$ cat config.mk
export PLATFORM = sky130hd
export DESIGN_NAME = grd_seq
export DESIGN_NICKNAME = d
export VERILOG_FILES = /design/src/design/grd_pkg.sv /design/src/design/grd_seq.sv
export SDC_FILE = /design/constraint.sdc
export NUM_CORES = 1
export LEC_CHECK = 0
export BUFFER_PORTS_ARGS = -buffer_cell sky130_fd_sc_hd__clkbuf_2
export CORE_AREA = 2 2 39 41
export DETAILED_ROUTE_END_ITERATION = 16
export DIE_AREA = 0 0 41 43
export HOLD_SLACK_MARGIN = 0.03
export PLACE_DENSITY = 0.68
export SYNTH_ARGS = -nofsm -noshare
export SYNTH_HDL_FRONTEND = slang
export SYNTH_SLANG_ARGS = --single-unit
$ cat constraint.sdc
create_clock -name clk -period 2.53 [get_ports clk]
set_input_delay 0.253 -clock clk [delete_from_list [all_inputs] [get_ports clk]]
set_output_delay 0.253 -clock clk [all_outputs]
set_load 0.05 [all_outputs]
$ cat src/design/grd_pkg.sv
// Package for the grid ray walker: beat structs, microcode types, result codes
// and the wall color table. No dependencies.
package grd_pkg;

	localparam int CFG_INDEX_BITS = 1;
	localparam int CFG_DATA_BITS  = 12;
	localparam int UPC_BITS       = 3;

	typedef logic [CFG_INDEX_BITS-1:0] cfg_index_t;
	typedef logic [UPC_BITS-1:0]       upc_t;

	localparam cfg_index_t CFG_MAX_STEPS   = 1'b0;
	localparam cfg_index_t CFG_SEE_THROUGH = 1'b1;

	localparam logic [11:0] MAX_STEPS_RESET   = 12'd256;
	localparam logic [3:0]  SEE_THROUGH_RESET = 4'd6;
	localparam logic [12:0] STEP_LIMIT_ZERO   = 13'd4096;
	localparam logic [7:0]  COLOUR_CODES      = 8'd5;

	localparam logic [1:0] ST_WRITTEN = 2'd0;
	localparam logic [1:0] ST_HIT     = 2'd1;
	localparam logic [1:0] ST_LEFT    = 2'd2;
	localparam logic [1:0] ST_LIMIT   = 2'd3;

	localparam logic [1:0] SIDE_XN = 2'd0;
	localparam logic [1:0] SIDE_XP = 2'd1;
	localparam logic [1:0] SIDE_YN = 2'd2;
	localparam logic [1:0] SIDE_YP = 2'd3;

	typedef struct packed {
		logic        action;
		logic [5:0]  cell_x;
		logic [5:0]  cell_y;
		logic [3:0]  cell_code;
		logic        x_step_negative;
		logic        y_step_negative;
		logic [31:0] side_dist_x;
		logic [31:0] side_dist_y;
		logic [31:0] delta_dist_x;
		logic [31:0] delta_dist_y;
	} cmd_t;

	typedef struct packed {
		logic [1:0]  status;
		logic [5:0]  hit_x;
		logic [5:0]  hit_y;
		logic [1:0]  wall_side;
		logic [3:0]  hit_code;
		logic [7:0]  red;
		logic [7:0]  green;
		logic [7:0]  blue;
		logic [31:0] final_dist_x;
		logic [31:0] final_dist_y;
	} rsp_t;

	typedef enum logic [2:0] {
		OP_IDLE,
		OP_DISPATCH,
		OP_START,
		OP_STEP,
		OP_CHECK,
		OP_WRITE,
		OP_DONE,
		OP_NOP
	} op_t;

	typedef enum logic [2:0] {
		JC_ALWAYS,
		JC_ACCEPT,
		JC_IS_WRITE,
		JC_OFF_MAP,
		JC_LEAVE,
		JC_STOP,
		JC_OUT_BUSY
	} jc_t;

	typedef struct packed {
		op_t  op;
		jc_t  jc;
		upc_t jump;
		upc_t next;
	} uword_t;

	typedef struct packed {
		logic accept;
		logic is_write;
		logic off_map;
		logic leave;
		logic stop;
		logic out_busy;
	} flags_t;

	function automatic logic [23:0] wall_colour(input logic [1:0] side, input logic [2:0] idx);
		logic [23:0] c;
		c = 24'h000000;
		case (side)
			SIDE_XN: begin
				case (idx)
					3'd0: c = 24'h008100;
					3'd1: c = 24'h81FF81;
					3'd2: c = 24'h81FF81;
					3'd3: c = 24'h810000;
					3'd4: c = 24'h000081;
					default: c = 24'h000000;
				endcase
			end
			SIDE_XP: begin
				case (idx)
					3'd0: c = 24'h008181;
					3'd1: c = 24'h818181;
					3'd2: c = 24'h818181;
					3'd3: c = 24'h818100;
					3'd4: c = 24'h810081;
					default: c = 24'h000000;
				endcase
			end
			SIDE_YN: begin
				case (idx)
					3'd0: c = 24'h00FF00;
					3'd1: c = 24'hFFFFFF;
					3'd2: c = 24'hFFFFFF;
					3'd3: c = 24'hFF0000;
					3'd4: c = 24'h0000FF;
					default: c = 24'h000000;
				endcase
			end
			default: begin
				case (idx)
					3'd0: c = 24'h00FFFF;
					3'd1: c = 24'hFF81FF;
					3'd2: c = 24'hFF81FF;
					3'd3: c = 24'hFFFF00;
					3'd4: c = 24'hFF00FF;
					default: c = 24'h000000;
				endcase
			end
		endcase
		return c;
	endfunction

endpackage

$ cat src/design/grd_seq.sv
// Microcode sequencer of the grid ray walker: microprogram counter, control store and
// conditional jumps. Depends on grd_pkg.
module grd_seq (
	input  logic            clk,
	input  logic            arst_n,
	input  grd_pkg::flags_t flags,
	output grd_pkg::uword_t ctrl
);

	localparam grd_pkg::upc_t UA_IDLE     = 3'd0;
	localparam grd_pkg::upc_t UA_DISPATCH = 3'd1;
	localparam grd_pkg::upc_t UA_START    = 3'd2;
	localparam grd_pkg::upc_t UA_STEP     = 3'd3;
	localparam grd_pkg::upc_t UA_CHECK    = 3'd4;
	localparam grd_pkg::upc_t UA_WRITE    = 3'd5;
	localparam grd_pkg::upc_t UA_DONE     = 3'd6;
	localparam grd_pkg::upc_t UA_SPARE    = 3'd7;

	grd_pkg::upc_t upc_q;
	grd_pkg::upc_t upc_nxt;
	logic          taken;

	always_comb begin
		case (upc_q)
			UA_IDLE:     ctrl = '{grd_pkg::OP_IDLE, grd_pkg::JC_ACCEPT, UA_DISPATCH, UA_IDLE};
			UA_DISPATCH: ctrl = '{grd_pkg::OP_DISPATCH, grd_pkg::JC_IS_WRITE, UA_WRITE, UA_START};
			UA_START:    ctrl = '{grd_pkg::OP_START, grd_pkg::JC_OFF_MAP, UA_DONE, UA_STEP};
			UA_STEP:     ctrl = '{grd_pkg::OP_STEP, grd_pkg::JC_LEAVE, UA_DONE, UA_CHECK};
			UA_CHECK:    ctrl = '{grd_pkg::OP_CHECK, grd_pkg::JC_STOP, UA_DONE, UA_STEP};
			UA_WRITE:    ctrl = '{grd_pkg::OP_WRITE, grd_pkg::JC_ALWAYS, UA_DONE, UA_DONE};
			UA_DONE:     ctrl = '{grd_pkg::OP_DONE, grd_pkg::JC_OUT_BUSY, UA_DONE, UA_IDLE};
			UA_SPARE:    ctrl = '{grd_pkg::OP_NOP, grd_pkg::JC_ALWAYS, UA_IDLE, UA_IDLE};
			default:     ctrl = '{grd_pkg::OP_NOP, grd_pkg::JC_ALWAYS, UA_IDLE, UA_IDLE};
		endcase
	end

	always_comb begin
		case (ctrl.jc)
			grd_pkg::JC_ALWAYS:   taken = 1'b1;
			grd_pkg::JC_ACCEPT:   taken = flags.accept;
			grd_pkg::JC_IS_WRITE: taken = flags.is_write;
			grd_pkg::JC_OFF_MAP:  taken = flags.off_map;
			grd_pkg::JC_LEAVE:    taken = flags.leave;
			grd_pkg::JC_STOP:     taken = flags.stop;
			grd_pkg::JC_OUT_BUSY: taken = flags.out_busy;
			default:              taken = 1'b1;
		endcase
		upc_nxt = taken ? ctrl.jump : ctrl.next;
	end

	always_ff @(posedge clk or negedge arst_n) begin
		if (!arst_n) begin
			upc_q <= UA_IDLE;
		end else begin
			upc_q <= upc_nxt;
		end
	end

endmodule

=== Word-level counts from Yosys, hierarchy flattened ===
Memories as Yosys holds them, arrays and structs flattened.
Index checks and enable logic that the tools add are counted.

* Bits in registers: 3
* ROM bits: 96
* Output and inout port bits: 12
* Memories kept: 1

{| class="wikitable"
|+ Memory list
! memory !! depth !! bits a word !! rd ports !! clocked after Yosys merged registers in !! write ports !! RTL line !! source
|-
| (no name shown) || 8 || 12 || 1 || 0 || 0 || grd_seq.sv:24 || <nowiki>case (upc_q)</nowiki>
|}

* Equal/unequal tests: 6
* Mux-type cells: 2

{| class="wikitable"
|+ Operators with widths
! operator !! count
|-
| 3-bit == test (second input constant) || 3
|-
| 3-bit by 2-bit == test with 1-bit output (second input constant) || 2
|-
| 1-bit case mux with 6 select lines || 1
|-
| 3-bit by 1-bit == test with 1-bit output (second input constant) || 1
|-
| 3-bit two-way mux || 1
|}

=== Depth between registers and ports, before layout ===
Gate-level depths: netlist (run 1).
An unclocked memory read counts as a cell.

* Depth after elaboration: 4
* Depth in mapped cells: 7

=== Worst setup path after synthesis (run 1) ===
No wires, ideal clock.

* Path kind: reg2reg
* Start: reg upc_q[2]
* End: reg upc_q[1]
* Data arrival time: 2504 ps
* Required time: 2401 ps
* Setup slack: -103 ps
* Cell stages (with the launch flop): 6
* Buffers on the path: 0
* Period minus slack after synthesis: 2633 ps
* Cell sequence: dfrtp_1 -> inv_1 -> o21ai_1 -> mux2_1 -> nand4_2 -> mux2_1

{| class="wikitable"
|+ RTL lines
! item !! RTL line !! source
|-
| start, declared || grd_seq.sv:19 || <nowiki>grd_pkg::upc_t upc_q;</nowiki>
|-
| start signal, assigned || grd_seq.sv:55 || <nowiki>upc_q <= upc_nxt;</nowiki>
|}

=== Final worst setup path (run 1) ===
* Start: reg upc_q[0]
* End: reg upc_q[1]

* Word-level cells in the longest chain between the ends: 4

{| class="wikitable"
|+ Ends and longest elaborated chain
! item !! RTL line !! source
|-
| memory 8 x 12 bit (*) || - ||
|-
| 3-bit == test, or another cell as far along || grd_seq.sv:38 || <nowiki>case (ctrl.jc)</nowiki>
|-
| 1-bit case mux with 6 select lines || grd_seq.sv:38 ||
|-
| 3-bit two-way mux (*) || grd_seq.sv:48 || <nowiki>upc_nxt = taken ? ctrl.jump : ctrl.next;</nowiki>
|-
| net upc_nxt[1] || grd_seq.sv:20 || <nowiki>grd_pkg::upc_t upc_nxt;</nowiki>
|}

Mark *: on every way through the listed nets, which the timed path passes. The rest lies on a longest branch.

==> metrics, run 1 <==
Data arrival, critical path 2.47 ns; clock slew at reported path FFs 0.04 ns; GP Congestion 0.800; CP max FO 10; max FFs per register 3; post-cts resize count 0; Synth top cells by count 9 x nand2_1, 6 x ha_1, 4 x mux2_1; critical-path cell list inv_1 -> ha_1 -> or4b_1 -> a21oi_2 -> mux2i_1 -> nand4_2 -> mux2_1; Rel. slew slack 0.809; setup bufs post-CTS 0; clk_lat worst skew 0.23 ns; initial core utilization 0.306; io pins 20; Fin Clk Skew 0.00468 ns; Initial DRC Count 8; largest net degree at the start of global routing 11; Final Critical Period 2.37 ns; Syn Inst Count 51; H-tree Lvls 1; Slew @ Worst Pin 0.288 ns; initial antenna violation count 0; synth warn 0; register area 77.6 um^2; Vias per Instance 5.08; global-route usage over all layers 0.144; Async SR Flop Fraction 1.00; Top reg by flops upc_q; Post-Route WL 1040 um; CTS tree yes; top flop regs upc_q (3); clk sinks 3; detailed-route DRC error count 0; synthesized flop and latch total 3; dominant synthesized flop cell dfrtp_1; post-synth top area cell dfrtp_1; Die H 43 um; final setup TNS 0 ns; max incr delay on CP 0.46 ns; ANT cells 0; Die ar. 1760 um^2; Synth area leaders dfrtp_1 18%, ha_1 18%, mux2_1 11%; Worst Path Required 2.63 ns; CP Launch Type flip-flop; Port Buffers 19; Worst path slowest cell dfrtp_2; drt pass-1 iters 4; status complete, no violations; layout cell share with drive strength beyond 1 0.373; area of the multi-input gates 333 um^2; Final #Nets 90; Root Buffer clkbuf_4; reg-to-reg startpoint upc_q[0]; post-synth top area share 0.178; core box area 1380 um^2; Rows 14; synthesis-to-finish area growth 37.3%; Die Width 41 um; post-route ant nets 0; CP Capture Type flip-flop; final hold vios 0; Mapped Nets 65; crit-path leading delay family simple AND/OR/NAND/NOR gates; maxcap violations 0; register area share after synthesis 0.178; clock buffer depth 2; RSZ-0062 raised after global routing no; Final setup violation count 0; post-DP HPWL 818 um; Filler cells 138; Netlist Area Pre-Place 423 um^2; Yosys cell types 22; period utilization 0.937; worst hold path class input port to asynchronous set/reset pin; total CTS buffers 3; FF-to-FF setup slack 0.16 ns; Congestion Overflow GR 0; Mapped Avg Cell Area 8.29 um^2; Worst Setup Path Type flip-flop to flip-flop; top-count cell post-synth nand2_1; via count 462; Max Slew Vio Count 0; drt wl/cell 11.4 um; CP Launch Point upc_q[0]; CP Buf/Inv Count 1; hold_buf cts 1; reg-to-reg critical path endpoint upc_q[1]; global-route wire length before repair 1750 um; Max Fclk 422 MHz; r2r worst-path depth 7; vias in the first global route 418; EDFF count, synth 0
## per-stage QoR
| step | cells | setup WS [ns] | hold WS (ns) | instance area (um^2) | utilization |
|---|---|---|---|---|---|
| after global routing | 91 | 0.0267 | 0.365 | 581 | 0.420 |
| after global placement | 86 | 0.231 | 0.0519 | 544 | 0.393 |
| after floorplan | 51 | 0.117 | -0.0426 | 429 | - |
| after CTS | 91 | 0.162 | 0.341 | 581 | 0.420 |
| after detailed placement | 86 | 0.161 | 0.0519 | 544 | 0.393 |
| final | 91 | 0.158 | 0.361 | 581 | 0.420 |
## layout make-up
type / instances / share of cell area
Multi-Input combinational cell: 44 / 0.573
Timing Repair Buffer: 21 / 0.194
Sequential cell: 3 / 0.134
Clock buffer: 4 / 0.0453
Tap cell: 16 / 0.0345
Inverter: 3 / 0.0194
## layout by cell type (no fill, tap or decap), types with 3 or more instances in the layout
cell      netlist  routed
clkbuf_2        0      19
nand2_1         9       9
ha_1            6       6
mux2_1          4       4
inv_1           3       3
nand2b_1        3       3
mux2i_1         3       3
o21ai_0         3       3
clkbuf_4        0       3
## metal layers
layer  vias to the layer above  wire length [um]  GRT usage
li1                        230                 -          -
met2                        15               464      0.222
met3                         2                77     0.0157
met5                         -                 0          0
met4                         0                10     0.0800
met1                       215               485      0.185
## cells by family after synthesis
| group | Yosys count | share of synthesized area |
|---|---|---|
| AO/OA/AOI/OAI | 9 | 0.142 |
| adder cells (fa/ha/maj) | 6 | 0.178 |
| buffers and inverters | 4 | 0.0444 |
| flip-flops | 3 | 0.178 |
| multiplexers | 7 | 0.178 |
| AND/OR/NAND/NOR | 22 | 0.281 |
## how the worst max path moves through the flow
stage	endpoint	cells past startpoint
after floorplan	upc_q[1]	7
after global placement	upc_q[1]	7
after detailed placement	upc_q[2]	7
after CTS	upc_q[2]	7
after global routing	upc_q[1]	7
final	upc_q[1]	7
Power of run 1 is not shown: default switching activity piles up to over one toggle a cycle in this logic, so the estimate is an artifact.
==> inputs of run 2 (changes only) <==
--- a/config.mk
+++ b/config.mk
@@ -6,11 +6,12 @@
 export NUM_CORES = 1
 export LEC_CHECK = 0
 export BUFFER_PORTS_ARGS = -buffer_cell sky130_fd_sc_hd__clkbuf_2
-export CORE_AREA = 2 2 39 41
+export CORE_AREA = 5 5 42 44
 export DETAILED_ROUTE_END_ITERATION = 16
-export DIE_AREA = 0 0 41 43
+export DIE_AREA = 0 0 47 49
 export HOLD_SLACK_MARGIN = 0.03
 export PLACE_DENSITY = 0.68
+export SLEW_MARGIN = 10
 export SYNTH_ARGS = -nofsm -noshare
 export SYNTH_HDL_FRONTEND = slang
 export SYNTH_SLANG_ARGS = --single-unit
==> metrics, run 2 (synthesized netlist as in run 1, its figures left out) <==
period utilization 0.937 (about the same); Worst Path Required 2.63 ns (about the same); Slew @ Worst Pin 0.420 ns (+0.132 ns); clock buffer depth 2 (unchanged); CP Launch Type flip-flop; GRT met3 Usage 0.0332 (+0.0175); GR Layer Usage met1 0.123 (-0.0620); GP Congestion 0.758 (-5.3%); clk_lat worst skew 0.23 ns (about the same); maxcap violations 0 (unchanged); post-route ant nets 0 (unchanged); Port Buffers 19 (unchanged); core box area 1400 um^2 (+1.3%); most common cell after layout, fill and taps aside clkbuf_2; Initial DRC Count 9 (+1); top flop regs upc_q (3); final setup TNS 0 ns (unchanged); Data arrival, critical path 2.47 ns (about the same); Max Fclk 422 MHz (about the same); layout cell share with drive strength beyond 1 0.365 (-0.00847); clock slew at reported path FFs 0.04 ns (about the same); max incr delay on CP 0.47 ns (about the same); CP Capture Type flip-flop; met2 Use GR 0.161 (-0.0612); Final #Nets 89 (-1.1%); GRT Max-Usage Layer met2; largest net degree at the start of global routing 15 (+4); Vias per Instance 4.99 (-1.7%); max FFs per register 3 (unchanged); Die Width 47 um (+15%); Rel. slew slack 0.720 (-0.0890); global-route wire length before repair 1770 um (+0.80%); Die H 49 um (+14%); global-route usage over all layers 0.102 (-0.0419); FF-to-FF setup slack 0.16 ns (about the same); Rows 14 (unchanged); fin util 0.409 (-0.0106); total CTS buffers 3 (unchanged); CP max FO 10 (unchanged); final hold vios 0 (unchanged); via count 449 (-2.8%); io pins 20 (unchanged); vias in the first global route 421 (+0.72%); post-DP HPWL 911 um (+11%); Fin Clk Skew 0.00227 ns (-0.00241 ns); initial core utilization 0.302 (-0.00382); ANT cells 0 (unchanged); r2r worst-path depth 7 (unchanged); Final Critical Period 2.37 ns (-0.000651 ns); CP Buf/Inv Count 1 (unchanged); worst hold path class input port to asynchronous set/reset pin; synthesis-to-finish area growth 35.5%; critical-path cell list inv_1 -> ha_1 -> or4b_1 -> a21oi_2 -> mux2i_1 -> nand4_2 -> mux2_1; drt pass-1 iters 4 (unchanged); drt wl/cell 12.3 um (+8.3%); reg-to-reg critical path endpoint upc_q[1]; CTS tree yes; Max Slew Vio Count 0 (unchanged); Worst Setup Path Type flip-flop to flip-flop; RSZ-0062 raised after global routing no; detailed-route DRC error count 0 (unchanged); status complete, no violations; Top reg by flops upc_q; Final setup violation count 0 (unchanged); clk sinks 3 (unchanged); crit-path leading delay family simple AND/OR/NAND/NOR gates; H-tree Lvls 1 (unchanged); Die ar. 2300 um^2 (+31%); initial antenna violation count 0 (unchanged); Congestion Overflow GR 0 (unchanged); Post-Route WL 1110 um (+7.1%); Worst path slowest cell dfrtp_2; reg-to-reg startpoint upc_q[0]; most frequent cells in the layout 19 x clkbuf_2, 9 x nand2_1, 6 x ha_1; Root Buffer clkbuf_4
## run 2: how the worst max path moves through the flow
| stage | cells after the start | startpoint | slack (ns) | to |
|---|---|---|---|---|
| 6_report | 7 | upc_q[0] | 0.16 | upc_q[1] |
| 5_1_grt | 7 | upc_q[0] | 0.07 | upc_q[1] |
| 4_1_cts | 7 | upc_q[0] | 0.15 | upc_q[1] |
| 3_5_place_dp | 7 | upc_q[0] | 0.16 | upc_q[1] |
| 3_3_place_gp | 7 | upc_q[0] | 0.22 | upc_q[1] |
| 2_1_floorplan | 7 | upc_q[0] | 0.12 | upc_q[1] |
## run 2: stage by stage
step	setup slack [ns]	instance area (um^2)	hold WS, ns	std cells
after floorplan	0.117	429	-0.0426	51
after global placement	0.225	537	0.0512	85
after detailed placement	0.163	537	0.0539	85
after CTS	0.155	573	0.343	90
after global routing	0.0733	573	0.364	90
final	0.159	573	0.366	90
## run 2: area by class of cell
| type | instances | area (um^2) |
|---|---|---|
| fill | 173 | 828 |
| multi-input combinational | 44 | 333 |
| timing repair buffer | 20 | 105 |
| sequential | 3 | 77.6 |
| clock buffer | 4 | 26.3 |
| tap | 16 | 20.0 |
| inverter | 3 | 11.3 |
## run 2: routing by layer
| metal | wire length, um | up-vias |
|---|---|---|
| li1 | - | 230 |
| met1 | 495 | 205 |
| met4 | 0 | 0 |
| met3 | 102 | 0 |
| met2 | 513 | 14 |
| met5 | 0 | - |
## run 2: what timing repair did
action / 4_1_cts / 5_1_grt
resized for setup: 0 / 0
endpoints found under the hold margin: 3 / 0
setup buffers: 0 / 0
hold buffers: 1 / 0
Power of run 2 is left out for the same reason.
==> inputs of run 3 (changes only) <==
--- a/config.mk
+++ b/config.mk
@@ -5,12 +5,13 @@
 export SDC_FILE = /design/constraint.sdc
 export NUM_CORES = 1
 export LEC_CHECK = 0
+export ABC_AREA = 1
 export BUFFER_PORTS_ARGS = -buffer_cell sky130_fd_sc_hd__clkbuf_2
 export CORE_AREA = 5 5 42 44
 export DETAILED_ROUTE_END_ITERATION = 16
 export DIE_AREA = 0 0 47 49
 export HOLD_SLACK_MARGIN = 0.03
-export PLACE_DENSITY = 0.68
+export PLACE_DENSITY = 0.74
 export SLEW_MARGIN = 10
 export SYNTH_ARGS = -nofsm -noshare
 export SYNTH_HDL_FRONTEND = slang
==> metrics, run 3 <==
Rows 14 (unchanged); final hold vios 0 (unchanged); drt pass-1 iters 4 (unchanged); detailed-route DRC error count 0 (unchanged); most common cell after layout, fill and taps aside nand2_1; largest net degree at the start of global routing 10 (-5); CP max FO 5 (-5); worst hold path class input port to asynchronous set/reset pin; Mapped Nets 89 (+37%); Yosys cell types 19 (-14%); post-DP HPWL 961 um (+5.5%); maxcap violations 0 (unchanged); global-route usage over all layers 0.113 (+0.0106); total CTS buffers 3 (unchanged); Root Buffer clkbuf_4; top-count cell post-synth nand2_1; CP Capture Type output port; Mapped Avg Cell Area 6.64 um^2 (-20%); synthesized flop and latch total 3 (unchanged); initial core utilization 0.355 (+0.0536); max FFs per register 3 (unchanged); Final #Nets 114 (+28%); CP Launch Type flip-flop; Syn Inst Count 75 (+47%); Die H 49 um (unchanged); post-cts resize count 0 (unchanged); Async SR Flop Fraction 1.00 (unchanged); core box area 1400 um^2 (unchanged); period utilization 0.763 (-0.174); RSZ-0062 raised after global routing no; most frequent cells in the layout 21 x nand2_1, 19 x clkbuf_2, 7 x nand3_1; Filler cells 149 (-14%); Worst Path Required 2.28 ns (-0.35 ns); Fin Clk Skew 0.00436 ns (+0.00209 ns); post-synth top area share 0.158 (-0.0192); status complete, no violations; Max Slew Vio Count 0 (unchanged); EDFF count, synth 0 (unchanged); Synth area leaders nand2_1 16%, dfrtp_1 15%, ha_1 15%; CP Buf/Inv Count 2 (+1); via count 539 (+20%); Worst Setup Path Type flip-flop to output port; Data arrival, critical path 1.68 ns (-0.79 ns); CTS tree yes; Port Buffers 19 (unchanged); Post-Route WL 1220 um (+9.9%); dominant synthesized flop cell dfrtp_1; layout cell share with drive strength beyond 1 0.434 (+0.0695); drt wl/cell 10.6 um (-14%); vias in the first global route 498 (+18%); max incr delay on CP 0.42 ns (-0.05 ns); crit-path leading delay family buffers and inverters; synth warn 0 (unchanged); Die Width 47 um (unchanged); Final setup violation count 0 (unchanged); Synth top cells by count 21 x nand2_1, 7 x nand3_1, 6 x ha_1, 6 x inv_1, 5 x nand2_2; Worst path slowest cell dfrtp_1; Vias per Instance 4.69 (-6.1%); clock slew at reported path FFs 0.04 ns (about the same); H-tree Lvls 1 (unchanged); Initial DRC Count 25 (+16); register area share after synthesis 0.151 (-0.0268); Rel. slew slack 0.794 (+0.0744); Final Critical Period 1.93 ns (-0.440 ns); Slew @ Worst Pin 0.306 ns (-0.115 ns); GP Congestion 0.836 (+10%); global-route wire length before repair 1970 um (+11%); Congestion Overflow GR 0 (unchanged); CP Launch Point upc_q[0]; critical-path cell list inv_1 -> ha_1 -> nand2_4 -> o21ai_0 -> clkbuf_2; Netlist Area Pre-Place 498 um^2 (+18%); synthesis-to-finish area growth 30.4%; post-synth top area cell nand2_1; ANT cells 0 (unchanged); post-route ant nets 0 (unchanged); initial antenna violation count 0 (unchanged); Top reg by flops upc_q; io pins 20 (unchanged); Max Fclk 518 MHz (+23%); Die ar. 2300 um^2 (unchanged); reg-to-reg startpoint upc_q[0]; clk sinks 3 (unchanged); clk_lat worst skew 0.24 ns (about the same); final setup TNS 0 ns (unchanged); clock buffer depth 2 (unchanged); top flop regs upc_q (3)
[run 3: cell types whose count changed in the layout (fill, tap and decap cells not counted), sizes merged, moves of 2 or more]
cell    change
nand2b      -3
inv         +6
clkinv      +2
mux2        -4
nor2        +4
nor2b       -2
mux2i       -3
nand3       +8
nand2      +21
[run 3: timing repair]
action	CTS	global route
hold endpoints to repair	3	0
setup buffers	0	0
hold buffers	1	0
[run 3: stage by stage]
stage	setup WS, ns	std cells	instance area (um^2)	hold slack (ns)	utilization
2_1_floorplan	0.0256	75	498	-0.0426	-
3_3_place_gp	0.841	110	613	0.0512	0.438
3_5_place_dp	0.853	110	613	0.0498	0.438
4_1_cts	0.594	115	649	0.333	0.463
5_1_grt	0.488	115	649	0.361	0.463
6_report	0.599	115	649	0.340	0.463
[run 3: worst paths after layout]
kind,to,slack (ns),cells past startpoint
min,upc_q[1],0.34,2
max reg2reg,upc_q[2],0.84,11
max in group asynchronous,upc_q[0],2.08,2
max,ctrl[1],0.60,5
min reg2reg,upc_q[1],0.82,3
min in group clk,upc_q[1],0.45,6
[run 3: logic make-up after synthesis]
logic type | count (synthesis) | share of synthesized area
compound gates | 7 | 0.0703
buf+inv | 11 | 0.101
simple gates | 48 | 0.528
flops | 3 | 0.151
fa+ha+maj | 6 | 0.151
[run 3: cell type report]
cell class	instances	area (um^2)	share of cell area
Sequential cell	3	75.1	0.116
Multi-Input combinational cell	61	373	0.574
Tap cell	16	20.0	0.0308
Timing Repair Buffer	20	105	0.162
Inverter	11	50.0	0.0771
Clock buffer	4	26.3	0.0405
[run 3: per-layer routing]
layer	vias to the layer above	GRT usage	part of all wire
met5	-	0	0
met4	0	0.0415	0
met3	0	0.0332	0.099
met2	20	0.181	0.48
met1	235	0.137	0.42
li1	284	-	-
Power of run 3 is left out for the same reason.
